## src/rtl/indexed_list_engine_defines.svh

```systemverilog
// assertion macros for the indexed list engine
// used by the top level only; expects i_clk and i_rst_n in scope
`ifndef INDEXED_LIST_ENGINE_DEFINES_SVH
`define INDEXED_LIST_ENGINE_DEFINES_SVH

`ifndef SYNTHESIS
// same-cycle implication, checked on every clock edge outside reset
`define ILE_ASSERT_IMPL(label, ante, cons) \
    label: assert property (@(posedge i_clk) disable iff (!i_rst_n) (ante) |-> (cons)) \
        else $error("indexed list engine check failed");
// next-cycle implication
`define ILE_ASSERT_NEXT(label, ante, cons) \
    label: assert property (@(posedge i_clk) disable iff (!i_rst_n) (ante) |=> (cons)) \
        else $error("indexed list engine check failed");
`else
`define ILE_ASSERT_IMPL(label, ante, cons)
`define ILE_ASSERT_NEXT(label, ante, cons)
`endif

`endif

```

## src/rtl/ile_pkg.sv

```systemverilog
// shared types and codes for the indexed list engine
// no dependencies
`timescale 1ns / 1ps
`default_nettype none

package ile_pkg;

    // port field widths
    localparam int FUNC_W = 3;
    localparam int POS_W  = 7;
    localparam int VAL_W  = 32;
    localparam int STAT_W = 2;
    localparam int CNT_W  = 7;

    // request codes
    localparam logic [FUNC_W-1:0] FN_APPEND  = 3'd0;
    localparam logic [FUNC_W-1:0] FN_INSERT  = 3'd1;
    localparam logic [FUNC_W-1:0] FN_ERASE   = 3'd2;
    localparam logic [FUNC_W-1:0] FN_REVERSE = 3'd3;
    localparam logic [FUNC_W-1:0] FN_CLEAR   = 3'd4;
    localparam logic [FUNC_W-1:0] FN_READ    = 3'd5;

    // status codes
    localparam logic [STAT_W-1:0] ST_OK    = 2'd0;
    localparam logic [STAT_W-1:0] ST_FULL  = 2'd1;
    localparam logic [STAT_W-1:0] ST_RANGE = 2'd2;

    // store port strobes
    typedef struct packed {
        logic wr_en;
        logic rd_en;
    } t_mem_ctl;

    // one finished result
    typedef struct packed {
        logic [STAT_W-1:0] status;
        logic [CNT_W-1:0]  count;
        logic [VAL_W-1:0]  rdata;
    } t_result;

endpackage

`default_nettype wire

```

## src/rtl/ile_mem.sv

```systemverilog
// list store: one write port and one registered read port
// depends on ile_pkg
`timescale 1ns / 1ps
`default_nettype none

module ile_mem #(
    parameter int DEPTH = 64,
    parameter int WIDTH = 32,
    parameter int AW    = 6
) (
    input  wire                  i_clk,
    input  wire ile_pkg::t_mem_ctl i_ctl,
    input  wire  [AW-1:0]        i_waddr,
    input  wire  [WIDTH-1:0]     i_wdata,
    input  wire  [AW-1:0]        i_raddr,
    output logic [WIDTH-1:0]     o_rdata
);
    import ile_pkg::*;

    logic [WIDTH-1:0] mem [DEPTH];
    logic [WIDTH-1:0] r_rdata;

    // write port
    always_ff @(posedge i_clk) begin
        if (i_ctl.wr_en) begin
            mem[i_waddr] <= i_wdata;
        end
    end

    // registered read port
    always_ff @(posedge i_clk) begin
        if (i_ctl.rd_en) begin
            r_rdata <= mem[i_raddr];
        end
    end

    assign o_rdata = r_rdata;

endmodule

`default_nettype wire

```

## src/rtl/ile_ctrl.sv

```systemverilog
// request sequencer: decodes a request and shifts entries through the store with one
// shared index stepper, one entry move per cycle; a reverse swaps pairs instead
// depends on ile_pkg
`timescale 1ns / 1ps
`default_nettype none

module ile_ctrl #(
    parameter int DEPTH = 64,
    parameter int WIDTH = 32,
    parameter int AW    = 6,
    parameter int CW    = 7
) (
    input  wire                          i_clk,
    input  wire                          i_rst_n,
    input  wire                          i_accept,
    input  wire  [ile_pkg::FUNC_W-1:0]   i_func,
    input  wire  [ile_pkg::POS_W-1:0]    i_position,
    input  wire  [ile_pkg::VAL_W-1:0]    i_value,
    output logic                         o_busy,
    output logic                         o_done,
    output ile_pkg::t_result             o_res,
    output ile_pkg::t_mem_ctl            o_mem_ctl,
    output logic [AW-1:0]                o_waddr,
    output logic [WIDTH-1:0]             o_wdata,
    output logic [AW-1:0]                o_raddr,
    input  wire  [WIDTH-1:0]             i_rdata
);
    import ile_pkg::*;

    localparam int CMPW = (CW > POS_W) ? CW : POS_W;

    localparam logic [2:0] S_IDLE  = 3'd0;
    localparam logic [2:0] S_MOVE  = 3'd1;
    localparam logic [2:0] S_REV_A = 3'd2;
    localparam logic [2:0] S_REV_B = 3'd3;
    localparam logic [2:0] S_REV_C = 3'd4;
    localparam logic [2:0] S_REV_D = 3'd5;
    localparam logic [2:0] S_DONE  = 3'd6;

    // control state
    logic [2:0]        r_state, n_state;
    logic [CW-1:0]     r_count, n_count;
    logic              r_pend,  n_pend;
    // payload state
    logic [CW-1:0]     r_rem,   n_rem;
    logic [AW-1:0]     r_ptr,   n_ptr;
    logic [AW-1:0]     r_last,  n_last;
    logic [AW-1:0]     r_hi,    n_hi;
    logic [AW-1:0]     r_pos,   n_pos;
    logic [WIDTH-1:0]  r_val,   n_val;
    logic [WIDTH-1:0]  r_tmp,   n_tmp;
    logic              r_ins,   n_ins;
    logic              r_rdsel, n_rdsel;
    logic [STAT_W-1:0] r_status, n_status;

    logic [CMPW-1:0]   pos_c;
    logic [CMPW-1:0]   cnt_c;
    logic [CMPW-1:0]   span;
    logic [AW-1:0]     pos_a;
    logic              full;
    logic [AW-1:0]     ptr_step;
    logic [AW-1:0]     dest;
    logic [WIDTH-1:0]  val_w;
    logic [VAL_W-1:0]  rd_ext;

    // fit the input word to the store width and the stored word to the port
    for (genvar g = 0; g < WIDTH; g++) begin : g_val
        if (g < VAL_W) begin : g_in
            assign val_w[g] = i_value[g];
        end else begin : g_pad
            assign val_w[g] = 1'b0;
        end
    end
    for (genvar g = 0; g < VAL_W; g++) begin : g_rd
        if (g < WIDTH) begin : g_in
            assign rd_ext[g] = i_rdata[g];
        end else begin : g_pad
            assign rd_ext[g] = 1'b0;
        end
    end

    // request decode helpers
    assign pos_c = CMPW'(i_position);
    assign cnt_c = CMPW'(r_count);
    assign span  = cnt_c - pos_c;
    assign pos_a = pos_c[AW-1:0];
    assign full  = (r_count == CW'(DEPTH));

    // shared index stepper: source walks one way, destination is one off
    assign ptr_step = r_ins ? (r_ptr - AW'(1)) : (r_ptr + AW'(1));
    assign dest     = r_ins ? (r_last + AW'(1)) : (r_last - AW'(1));

    // sequencer
    always_comb begin
        n_state   = r_state;
        n_count   = r_count;
        n_pend    = r_pend;
        n_rem     = r_rem;
        n_ptr     = r_ptr;
        n_last    = r_last;
        n_hi      = r_hi;
        n_pos     = r_pos;
        n_val     = r_val;
        n_tmp     = r_tmp;
        n_ins     = r_ins;
        n_rdsel   = r_rdsel;
        n_status  = r_status;
        o_mem_ctl = '0;
        o_waddr   = r_pos;
        o_wdata   = r_val;
        o_raddr   = r_ptr;

        unique case (r_state)
            S_IDLE: begin
                if (i_accept) begin
                    n_status = ST_OK;
                    n_rdsel  = 1'b0;
                    n_pend   = 1'b0;
                    n_val    = val_w;
                    n_state  = S_DONE;
                    case (i_func)
                        FN_APPEND: begin
                            if (full) begin
                                n_status = ST_FULL;
                            end else begin
                                // insert at the end with nothing to move
                                n_ins   = 1'b1;
                                n_pos   = r_count[AW-1:0];
                                n_rem   = '0;
                                n_state = S_MOVE;
                            end
                        end
                        FN_INSERT: begin
                            if (full) begin
                                n_status = ST_FULL;
                            end else if (pos_c > cnt_c) begin
                                n_status = ST_RANGE;
                            end else begin
                                n_ins   = 1'b1;
                                n_pos   = pos_a;
                                n_rem   = span[CW-1:0];
                                n_ptr   = r_count[AW-1:0] - AW'(1);
                                n_state = S_MOVE;
                            end
                        end
                        FN_ERASE: begin
                            if (pos_c >= cnt_c) begin
                                n_status = ST_RANGE;
                            end else begin
                                n_ins   = 1'b0;
                                n_rem   = span[CW-1:0] - CW'(1);
                                n_ptr   = pos_a + AW'(1);
                                n_state = S_MOVE;
                            end
                        end
                        FN_REVERSE: begin
                            n_rem   = r_count >> 1;
                            n_ptr   = '0;
                            n_hi    = r_count[AW-1:0] - AW'(1);
                            n_state = S_REV_A;
                        end
                        FN_CLEAR: begin
                            n_count = '0;
                        end
                        FN_READ: begin
                            if (pos_c >= cnt_c) begin
                                n_status = ST_RANGE;
                            end else begin
                                o_mem_ctl.rd_en = 1'b1;
                                o_raddr         = pos_a;
                                n_rdsel         = 1'b1;
                            end
                        end
                        default: begin
                        end
                    endcase
                end
            end

            // at most one read and one write per cycle until the span is moved
            S_MOVE: begin
                if (r_pend) begin
                    o_mem_ctl.wr_en = 1'b1;
                    o_waddr         = dest;
                    o_wdata         = i_rdata;
                end
                if (r_rem != '0) begin
                    o_mem_ctl.rd_en = 1'b1;
                    o_raddr         = r_ptr;
                    n_last          = r_ptr;
                    n_ptr           = ptr_step;
                    n_rem           = r_rem - CW'(1);
                    n_pend          = 1'b1;
                end else begin
                    n_pend = 1'b0;
                    if (!r_pend) begin
                        if (r_ins) begin
                            o_mem_ctl.wr_en = 1'b1;
                            o_waddr         = r_pos;
                            o_wdata         = r_val;
                            n_count         = r_count + CW'(1);
                        end else begin
                            n_count = r_count - CW'(1);
                        end
                        n_state = S_DONE;
                    end
                end
            end

            // swap one pair: read low, read high, write low, write high
            S_REV_A: begin
                if (r_rem != '0) begin
                    o_mem_ctl.rd_en = 1'b1;
                    o_raddr         = r_ptr;
                    n_state         = S_REV_B;
                end else begin
                    n_state = S_DONE;
                end
            end
            S_REV_B: begin
                n_tmp           = i_rdata;
                o_mem_ctl.rd_en = 1'b1;
                o_raddr         = r_hi;
                n_state         = S_REV_C;
            end
            S_REV_C: begin
                o_mem_ctl.wr_en = 1'b1;
                o_waddr         = r_ptr;
                o_wdata         = i_rdata;
                n_state         = S_REV_D;
            end
            S_REV_D: begin
                o_mem_ctl.wr_en = 1'b1;
                o_waddr         = r_hi;
                o_wdata         = r_tmp;
                n_ptr           = r_ptr + AW'(1);
                n_hi            = r_hi - AW'(1);
                n_rem           = r_rem - CW'(1);
                n_state         = S_REV_A;
            end

            S_DONE: begin
                n_state = S_IDLE;
            end

            default: begin
                n_state = S_IDLE;
            end
        endcase
    end

    // control registers
    always_ff @(posedge i_clk) begin
        if (!i_rst_n) begin
            r_state <= S_IDLE;
            r_count <= '0;
            r_pend  <= 1'b0;
        end else begin
            r_state <= n_state;
            r_count <= n_count;
            r_pend  <= n_pend;
        end
    end

    // payload registers
    always_ff @(posedge i_clk) begin
        r_rem    <= n_rem;
        r_ptr    <= n_ptr;
        r_last   <= n_last;
        r_hi     <= n_hi;
        r_pos    <= n_pos;
        r_val    <= n_val;
        r_tmp    <= n_tmp;
        r_ins    <= n_ins;
        r_rdsel  <= n_rdsel;
        r_status <= n_status;
    end

    // result of the finished request
    assign o_busy       = (r_state != S_IDLE);
    assign o_done       = (r_state == S_DONE);
    assign o_res.status = r_status;
    assign o_res.count  = CNT_W'(r_count);
    assign o_res.rdata  = r_rdsel ? rd_ext : '0;

endmodule

`default_nettype wire

```

## src/rtl/indexed_list_engine.sv

```systemverilog
// Throughput: one request at a time, bounded by one entry move per cycle through
// the single write port and registered read port of the store.
// Reset (synchronous, active low) empties the list; store contents stay undefined.
// o_valid is a one-cycle strobe; results cannot be held off by the receiver.
`timescale 1ns / 1ps
`default_nettype none
`include "indexed_list_engine_defines.svh"

module indexed_list_engine #(
    parameter int DEPTH = 64,
    parameter int WIDTH = 32
) (
    input  wire                          i_clk,
    input  wire                          i_rst_n,
    input  wire                          start,
    output logic                         busy,
    input  wire  [ile_pkg::FUNC_W-1:0]   i_func,
    input  wire  [ile_pkg::POS_W-1:0]    i_position,
    input  wire  [ile_pkg::VAL_W-1:0]    i_value,
    output logic                         o_valid,
    output logic [ile_pkg::STAT_W-1:0]   o_status,
    output logic [ile_pkg::CNT_W-1:0]    o_count,
    output logic [ile_pkg::VAL_W-1:0]    o_read_value
);
    import ile_pkg::*;

    localparam int AW = $clog2(DEPTH);
    localparam int CW = $clog2(DEPTH + 1);

    logic             accept;
    logic             done;
    t_result          res;
    t_mem_ctl         mem_ctl;
    logic [AW-1:0]    waddr;
    logic [AW-1:0]    raddr;
    logic [WIDTH-1:0] wdata;
    logic [WIDTH-1:0] rdata;
    logic             r_valid;
    t_result          r_res;

    // request transfer
    assign accept = start && !busy;

    ile_ctrl #(
        .DEPTH (DEPTH),
        .WIDTH (WIDTH),
        .AW    (AW),
        .CW    (CW)
    ) u_ctrl (
        .i_clk      (i_clk),
        .i_rst_n    (i_rst_n),
        .i_accept   (accept),
        .i_func     (i_func),
        .i_position (i_position),
        .i_value    (i_value),
        .o_busy     (busy),
        .o_done     (done),
        .o_res      (res),
        .o_mem_ctl  (mem_ctl),
        .o_waddr    (waddr),
        .o_wdata    (wdata),
        .o_raddr    (raddr),
        .i_rdata    (rdata)
    );

    ile_mem #(
        .DEPTH (DEPTH),
        .WIDTH (WIDTH),
        .AW    (AW)
    ) u_mem (
        .i_clk   (i_clk),
        .i_ctl   (mem_ctl),
        .i_waddr (waddr),
        .i_wdata (wdata),
        .i_raddr (raddr),
        .o_rdata (rdata)
    );

    // result strobe register
    always_ff @(posedge i_clk) begin
        if (!i_rst_n) begin
            r_valid <= 1'b0;
        end else begin
            r_valid <= done;
        end
    end

    // result payload register
    always_ff @(posedge i_clk) begin
        if (done) begin
            r_res <= res;
        end
    end

    assign o_valid      = r_valid;
    assign o_status     = r_res.status;
    assign o_count      = r_res.count;
    assign o_read_value = r_res.rdata;

    // every accepted request makes the engine busy in the next cycle
    `ILE_ASSERT_NEXT(a_accept_busy, start && !busy, busy)
    // result transfers never come back to back
    `ILE_ASSERT_NEXT(a_valid_gap, o_valid, !o_valid)
    // a rejected request returns no read data
    `ILE_ASSERT_IMPL(a_fail_no_data, o_valid && (o_status != ST_OK), o_read_value == '0)

endmodule

`default_nettype wire
```

## config.mk

```make
export PLATFORM = sky130hd
export DESIGN_NAME = indexed_list_engine
export DESIGN_NICKNAME = d
export VERILOG_FILES = /design/src/rtl/ile_pkg.sv /design/src/rtl/ile_mem.sv /design/src/rtl/ile_ctrl.sv /design/src/rtl/indexed_list_engine.sv
export VERILOG_INCLUDE_DIRS = /design/src /design/src/rtl
export SDC_FILE = /design/constraint.sdc
export NUM_CORES = 2
export LEC_CHECK = 0
export ABC_AREA = 1
export BUFFER_PORTS_ARGS = -buffer_cell sky130_fd_sc_hd__buf_2
export CORE_UTILIZATION = 62
export CTS_CLUSTER_DIAMETER = 100
export DETAILED_ROUTE_END_ITERATION = 10
export PLACE_DENSITY_LB_ADDON = 0.05
export SLEW_MARGIN = 30
export SYNTH_ARGS = -nofsm -noshare
export SYNTH_HDL_FRONTEND = slang
export SYNTH_SLANG_ARGS = --single-unit
```

## constraint.sdc

```tcl
create_clock -name i_clk -period 5 [get_ports i_clk]
set_input_delay 0.25 -clock i_clk [delete_from_list [all_inputs] [get_ports i_clk]]
set_output_delay 0.25 -clock i_clk [all_outputs]
set_load 0.02 [all_outputs]
```

# Word-level counts from Yosys, hierarchy flattened
# Memory sizes are Yosys's and may differ from the RTL's. A register that Yosys moved wholly into a read port is not among the register bits.
# Index checks and enable logic that the tools add are counted.
# totals
register_bits,152
ramBits,2048
output_inout_bits,43
word_cells,162
n_memories,1
# classes
n_addsub,12
n_lt_le_gt_ge,2
n_eq_ne,28
muxes,78
n_reduce_logical,24
# memory_table
name,words,width,read_ports,rd_ports_with_merged_regs,write_ports,line_no,text
u_mem.mem,64,32,1,1,1,ile_mem.sv:20,logic [WIDTH-1:0] mem [DEPTH];
# op_table
op,count
$mux 32,4
$mux 6,19
$pmux 32 s3,1
$mux 7,11
$pmux 6 s3,3
$pmux 6 s2,3
$pmux 7 s4,1
$mux 3,8
$sub 6x1->6 const B,4
$pmux 7 s3,1
$sub 7x1->7 const B,3
$add 6x1->6 const B,3
$ne 2x2->1 const B,9
$pmux 3 s6,1
$mux 1,16
$eq 3x3->1 const B,5
$pmux 7 s2,1
$reduce_and 7->1,2
$eq 3x2->1 const B,4
$ne 3x3->1 const B,4
$pmux 3 s4,1
$reduce_bool 3->1,3
$reduce_and 8->1,1
$add 7x1->7 const B,1
other kinds (22),35

# Longest topological paths before layout
# depth
word_depth,7
depth_mapped,22

# Hierarchy
# Synthesis repeated with hierarchy kept, for this count alone.
# hier_totals
hier_cells,7749
hier_area_um2,91577.8
# modules_own_cells
mod,instances,cells_each,area_each_um2,seq_area_each_um2
ile_mem,1,6785,83106.0,62459.9
ile_ctrl,1,918,7203.2,3193.1
indexed_list_engine,1,46,1268.7,1251.2

# Worst setup path after synthesis
# No wires, ideal clock.
# synth_timing
kind,reg2reg
startpoint,reg u_ctrl.r_ins
endpoint,mem u_mem.mem[48][0] (enable)
setup_time_ns,0.421
arrival_time_ns,3.697
required_time_ns,4.579
slack_ns,0.881
stages_incl_launch_ff,15
synth_period_minus_slack_ns,4.119
cell_sequence,edfxtp_1 -> inv_1 -> ha_1 -> nand2_1 -> nand2_1 -> a31oi_1 -> nor2_1 -> o21ai_0 -> nand2_1 -> xor2_1 -> o211ai_1 -> nand2_1 -> inv_1 -> nand3_1 -> nor2_1
# synth_between
elab_chain_len,6
# synth_lines
element,line_no,text
from (decl),ile_ctrl.sv:52,"logic r_ins, n_ins;"
from (signal assigned),ile_ctrl.sv:274,r_ins <= n_ins;
$mux 6 or $mux 1 (tied branches),"ile_ctrl.sv:91, ile_ctrl.sv:197",
$mux 6 or $mux 1 (tied branches),"ile_ctrl.sv:182, ile_ctrl.sv:196",
$mux 6 or $mux 1 (tied branches),"ile_ctrl.sv:197, ile_ctrl.sv:187",
$mux 6 or $pmux 1 s2 (tied branches),"ile_ctrl.sv:196, ile_ctrl.sv:113",
$mux 6 or $mux 1 (tied branches),"ile_ctrl.sv:187, ile_mem.sv:25",
$pmux 6 s3 or $mux 1 (tied branches),"ile_ctrl.sv:113, ile_mem.sv:26",
to (decl),ile_mem.sv:20,
# Several ways; a longest one is shown, not always the timed one.

# Worst setup path in the final report
# layout_timing
startpoint,reg u_ctrl.r_count[0] (netlist: u_ctrl.cnt_c[0])
endpoint,"reg u_mem.r_rdata[22] (netlist: u_mem.o_rdata[22]), read port of u_mem.mem (data pin)"
# layout_between
elab_chain_len,5
# layout_lines
element,line_no,text
from (decl),ile_ctrl.sv:42,"logic [CW-1:0] r_count, n_count;"
from (signal assigned),ile_ctrl.sv:260,r_count <= n_count;
$ge 7x7->1 *,ile_ctrl.sv:166,if (pos_c >= cnt_c) begin
$mux 1 or $mux 6 (tied branches),ile_ctrl.sv:166,
$mux 1 or $mux 6 (tied branches),ile_ctrl.sv:121,case (i_func)
$mux 1 or $mux 6 (tied branches),ile_ctrl.sv:115,if (i_accept) begin
$pmux 1 s3 or $pmux 6 s2 (tied branches),ile_ctrl.sv:113,unique case (r_state)
to (decl),ile_mem.sv:21,logic [WIDTH-1:0] r_rdata;
# Every way passes the cells marked *; elsewhere a longest branch is shown, timed or not.
# A chain may end at the register's enable or synchronous reset.

==> results.py <==
metrics = {
    "grt": {
        "grt_pass1_vias": 63800,
        "gr-usage-all-layers_pct": 35.44,
        "grt_pass1_wl_mm": 419.1,
        "grt_overflow": 0,
        "antenna_found_initial": 11,
        "grt_max_degree": 172,
    },
    "timing": {
        "drv_slew": 0,
        "finClkSkew_ns": 0.04696,
        "relSlewSlack_pct": 27.66,
        "fin_crit_sh_pct": 96.68,
        "rsz0062_at_grt": "false",
        "fin_crit_ns": 4.834,
        "finalSetupViolCount": 0,
        "hold_viol_final": 0,
        "fin_setup_tns_ns": 0,
        "postLayoutSetupSlackWorst_ns": 0.1658,
        "worst_slew_pin_slew_ns": 1.085,
        "fmax_ghz": 0.2069,
    },
    "cts": {
        "worstSkewPairLatency_ns": 0.88,
        "clk_pin_slew_ns": 0.06,
        "clock_sinks": 2232,
        "root_buffer": "clkbuf_16",
        "numCtsBuffers": 221,
        "clock_path_buffers": 3,
        "cts_tree": "yes",
        "htreeDepth": 4,
    },
    "critical_path": {
        "critPathMaxFanout": 28,
        "critPathMaxStageDelay_ns": 0.55,
        "start_kind": "flop",
        "worstPathCellList": "inv_1 -> ha_1 -> nand2_1 -> nand3b_1 -> nand4_2 -> buf_4 -> nand2_1 -> o211ai_1 -> nand2_1 -> o21ai_4 -> buf_4 -> buf_12 -> buf_4 -> nand3_1 -> nand3_1 -> nand3_1 -> nand3_1 -> nand2_1",
        "slowest_stage": "nand3_1",
        "cp-startpoint": "u_ctrl.cnt_c[0]$_SDFFE_PN0P_",
        "critPathKind": "flop to flop",
        "setup.worst_path.end_class": "flop",
        "r2r_slack_ns": 0.17,
        "critPathArrivalTime_ns": 5.40,
        "worstRegToRegCells": 18,
        "reg2reg_from": "u_ctrl.cnt_c[0]$_SDFFE_PN0P_",
        "r2r-end": "u_mem.o_rdata[22]$_DFFE_PP_",
        "required_ns": 5.56,
    },
    "die": {
        "core_area_um2": 156800,
        "die_area_um2": 160200,
        "ios": 88,
        "die_w_um": 400.2,
        "start_util_pct": 62.72,
        "dieHeight_um": 400.2,
        "placementRows": 145,
    },
    "yosys": {
        "syn_area_per_cell_um2": 11.09,
        "yosys-top-cells-area": "edfxtp_1 68%, nand3_1 11%, nand2_1 6.1%",
        "synth_nets": 8940,
        "synthArstFlopShare_pct": 0,
        "yosysSeqAreaShare_pct": 68.05,
        "ys_types": 48,
        "ys_ff_latch": 2232,
        "synth.top_cell.area_share_pct": 67.81,
        "syn-cell-area_um2": 98320,
        "synth-edff-count": 2220,
        "yosysTopAreaCell": "edfxtp_1",
        "syn_inst": 8868,
        "yosysWarnings": 0,
        "ys.flop_type": "edfxtp_1",
    },
    "placement": {
        "dp_hpwl_mm": 163.4,
        "place_congestion": 0.9485,
        "port-buffer-count": 87,
        "dp.cells": 10720,
        "pre_cts_ws_ns": 0.07219,
    },
    "finish": {
        "finalNonFillerCells": 11170,
        "drive_above_1_share_pct": 8.770,
        "syn_to_final_growth_pct": 12.08,
        "fin_util_pct": 70.30,
        "mostFrequentLayoutCells": "2,220 x edfxtp_1, 2,032 x nand3_1, 1,595 x nand2_1",
        "nets": 9004,
        "mostFrequentLayoutCell": "edfxtp_1",
    },
    "flow_run": {
        "drv_cap": 0,
    },
    "worst_hold_path": {
        "holdCritStartpoint": "i_value[11]",
        "hold_path_class": "input pin to flop",
        "min_path_cells": 2,
        "min_to": "u_ctrl.r_val[11]$_DFFE_PP_",
    },
    "drt": {
        "route.detailed.drc": 0,
        "wl_per_cell_um": 25.59,
        "wirelength_mm": 286.0,
        "dr.pass1.iters": 9,
        "vias": 68080,
        "viasPerCell": 6.093,
        "ant_nets": 0,
        "drt-initial-drc-count": 9647,
    },
    "outcome": {
        "status": "completed",
    },
}
## worst max path at each step
stage | endpoint | slack [ns] | depth (start not counted)
6_report | u_mem.o_rdata[22]$_DFFE_PP_ | 0.17 | 18
5_1_grt | u_mem.o_rdata[17]$_DFFE_PP_ | 0.01 | 18
4_1_cts | u_mem.o_rdata[30]$_DFFE_PP_ | 0.17 | 18
3_5_place_dp | u_mem.o_rdata[30]$_DFFE_PP_ | 0.07 | 20
3_3_place_gp | u_mem.o_rdata[30]$_DFFE_PP_ | 0.07 | 20
2_1_floorplan | u_mem.mem[48][0]$_DFFE_PP_ | 0.88 | 14
## cell type report
type / count / area (um2)
Antenna cell: 5 / 12.51
Clock buffer: 275 / 5733
Clock inverter: 127 / 1186
Fill cell: 11160 / 46560
Inverter: 1319 / 4966
Multi-Input combinational cell: 4762 / 24910
Sequential cell: 2232 / 66900
Tap cell: 2058 / 2575
Timing Repair Buffer: 396 / 3902
## through the flow
| step | area, um2 | hold slack (ns) |
|---|---|---|
| 2_1_floorplan | 98320 | 0.3489 |
| 3_3_place_gp | 102600 | 0.4020 |
| 3_5_place_dp | 102700 | 0.4084 |
| 4_1_cts | 110100 | 0.05477 |
| 5_1_grt | 110200 | 0.07153 |
| 6_report | 110200 | 0.08772 |
## routing by layer
layer	vias to the layer above	global-route usage (%)	wire [um]
li1	30470	-	-
met1	33030	50.49	112100
met2	3998	53.20	128400
met3	579	6.276	31080
met4	2	17.14	14350
met5	-	0	19
## flip-flops by register name (all words and copies together), names as in the netlist
name             flops
o_count              7
o_read_value        32
o_status             2
o_valid              1
u_ctrl.cnt_c         7
u_ctrl.r_hi          6
u_ctrl.r_ins         1
u_ctrl.r_last        6
u_ctrl.r_pend        1
u_ctrl.r_pos         6
u_ctrl.r_ptr         6
u_ctrl.r_rdsel       1
u_ctrl.r_rem         7
u_ctrl.r_state       3
u_ctrl.r_status      2
u_ctrl.r_tmp        32
u_ctrl.r_val        32
u_mem.mem         2048
u_mem.o_rdata       32
## cells in the mapped netlist (all sizes together), types with 3 or more instances
master	instances
o21ai	70
nand2	1601
buf	307
clkbuf	248
a221oi	3
a211oi	4
a22oi	3
nand4	3
fa	3
inv	1317
a21oi	32
or2	7
o211ai	3
nor3	17
nor2	119
ha	24
dfxtp	12
xnor2	5
o22ai	11
a31oi	6
xor2	22
nand3b	737
nand3	2076
edfxtp	2220
o221ai	3
## cells by family after synthesis
family | share of synthesized area [%]
multiplexers | 0.01018
adder cells (fa/ha/maj) | 0.3665
AO/OA/AOI/OAI | 0.8387
AND/OR/NAND/NOR | 23.00
buffers and inverters | 7.492
flip-flops | 68.05
XOR/XNOR | 0.2405
## worst max-delay path: cells and delay by family, from the launching register on
kind,cells,cell delay [ns]
buffers and inverters,5,1.36
AND/OR/NAND/NOR,10,2.02
flip-flops,1,0.37
AO/OA/AOI/OAI,2,0.29
adder cells (fa/ha/maj),1,0.42
## what timing repair did
item	4_1_cts	5_1_grt
hold buffers	44	0
endpoints found under the setup margin	0	8
gates resized for setup	0	10
endpoints found under the hold margin	60	0
setup buffers	0	0
Power is not shown: default switching activity piles up to over one toggle a cycle in this logic, so the estimate is an artifact.
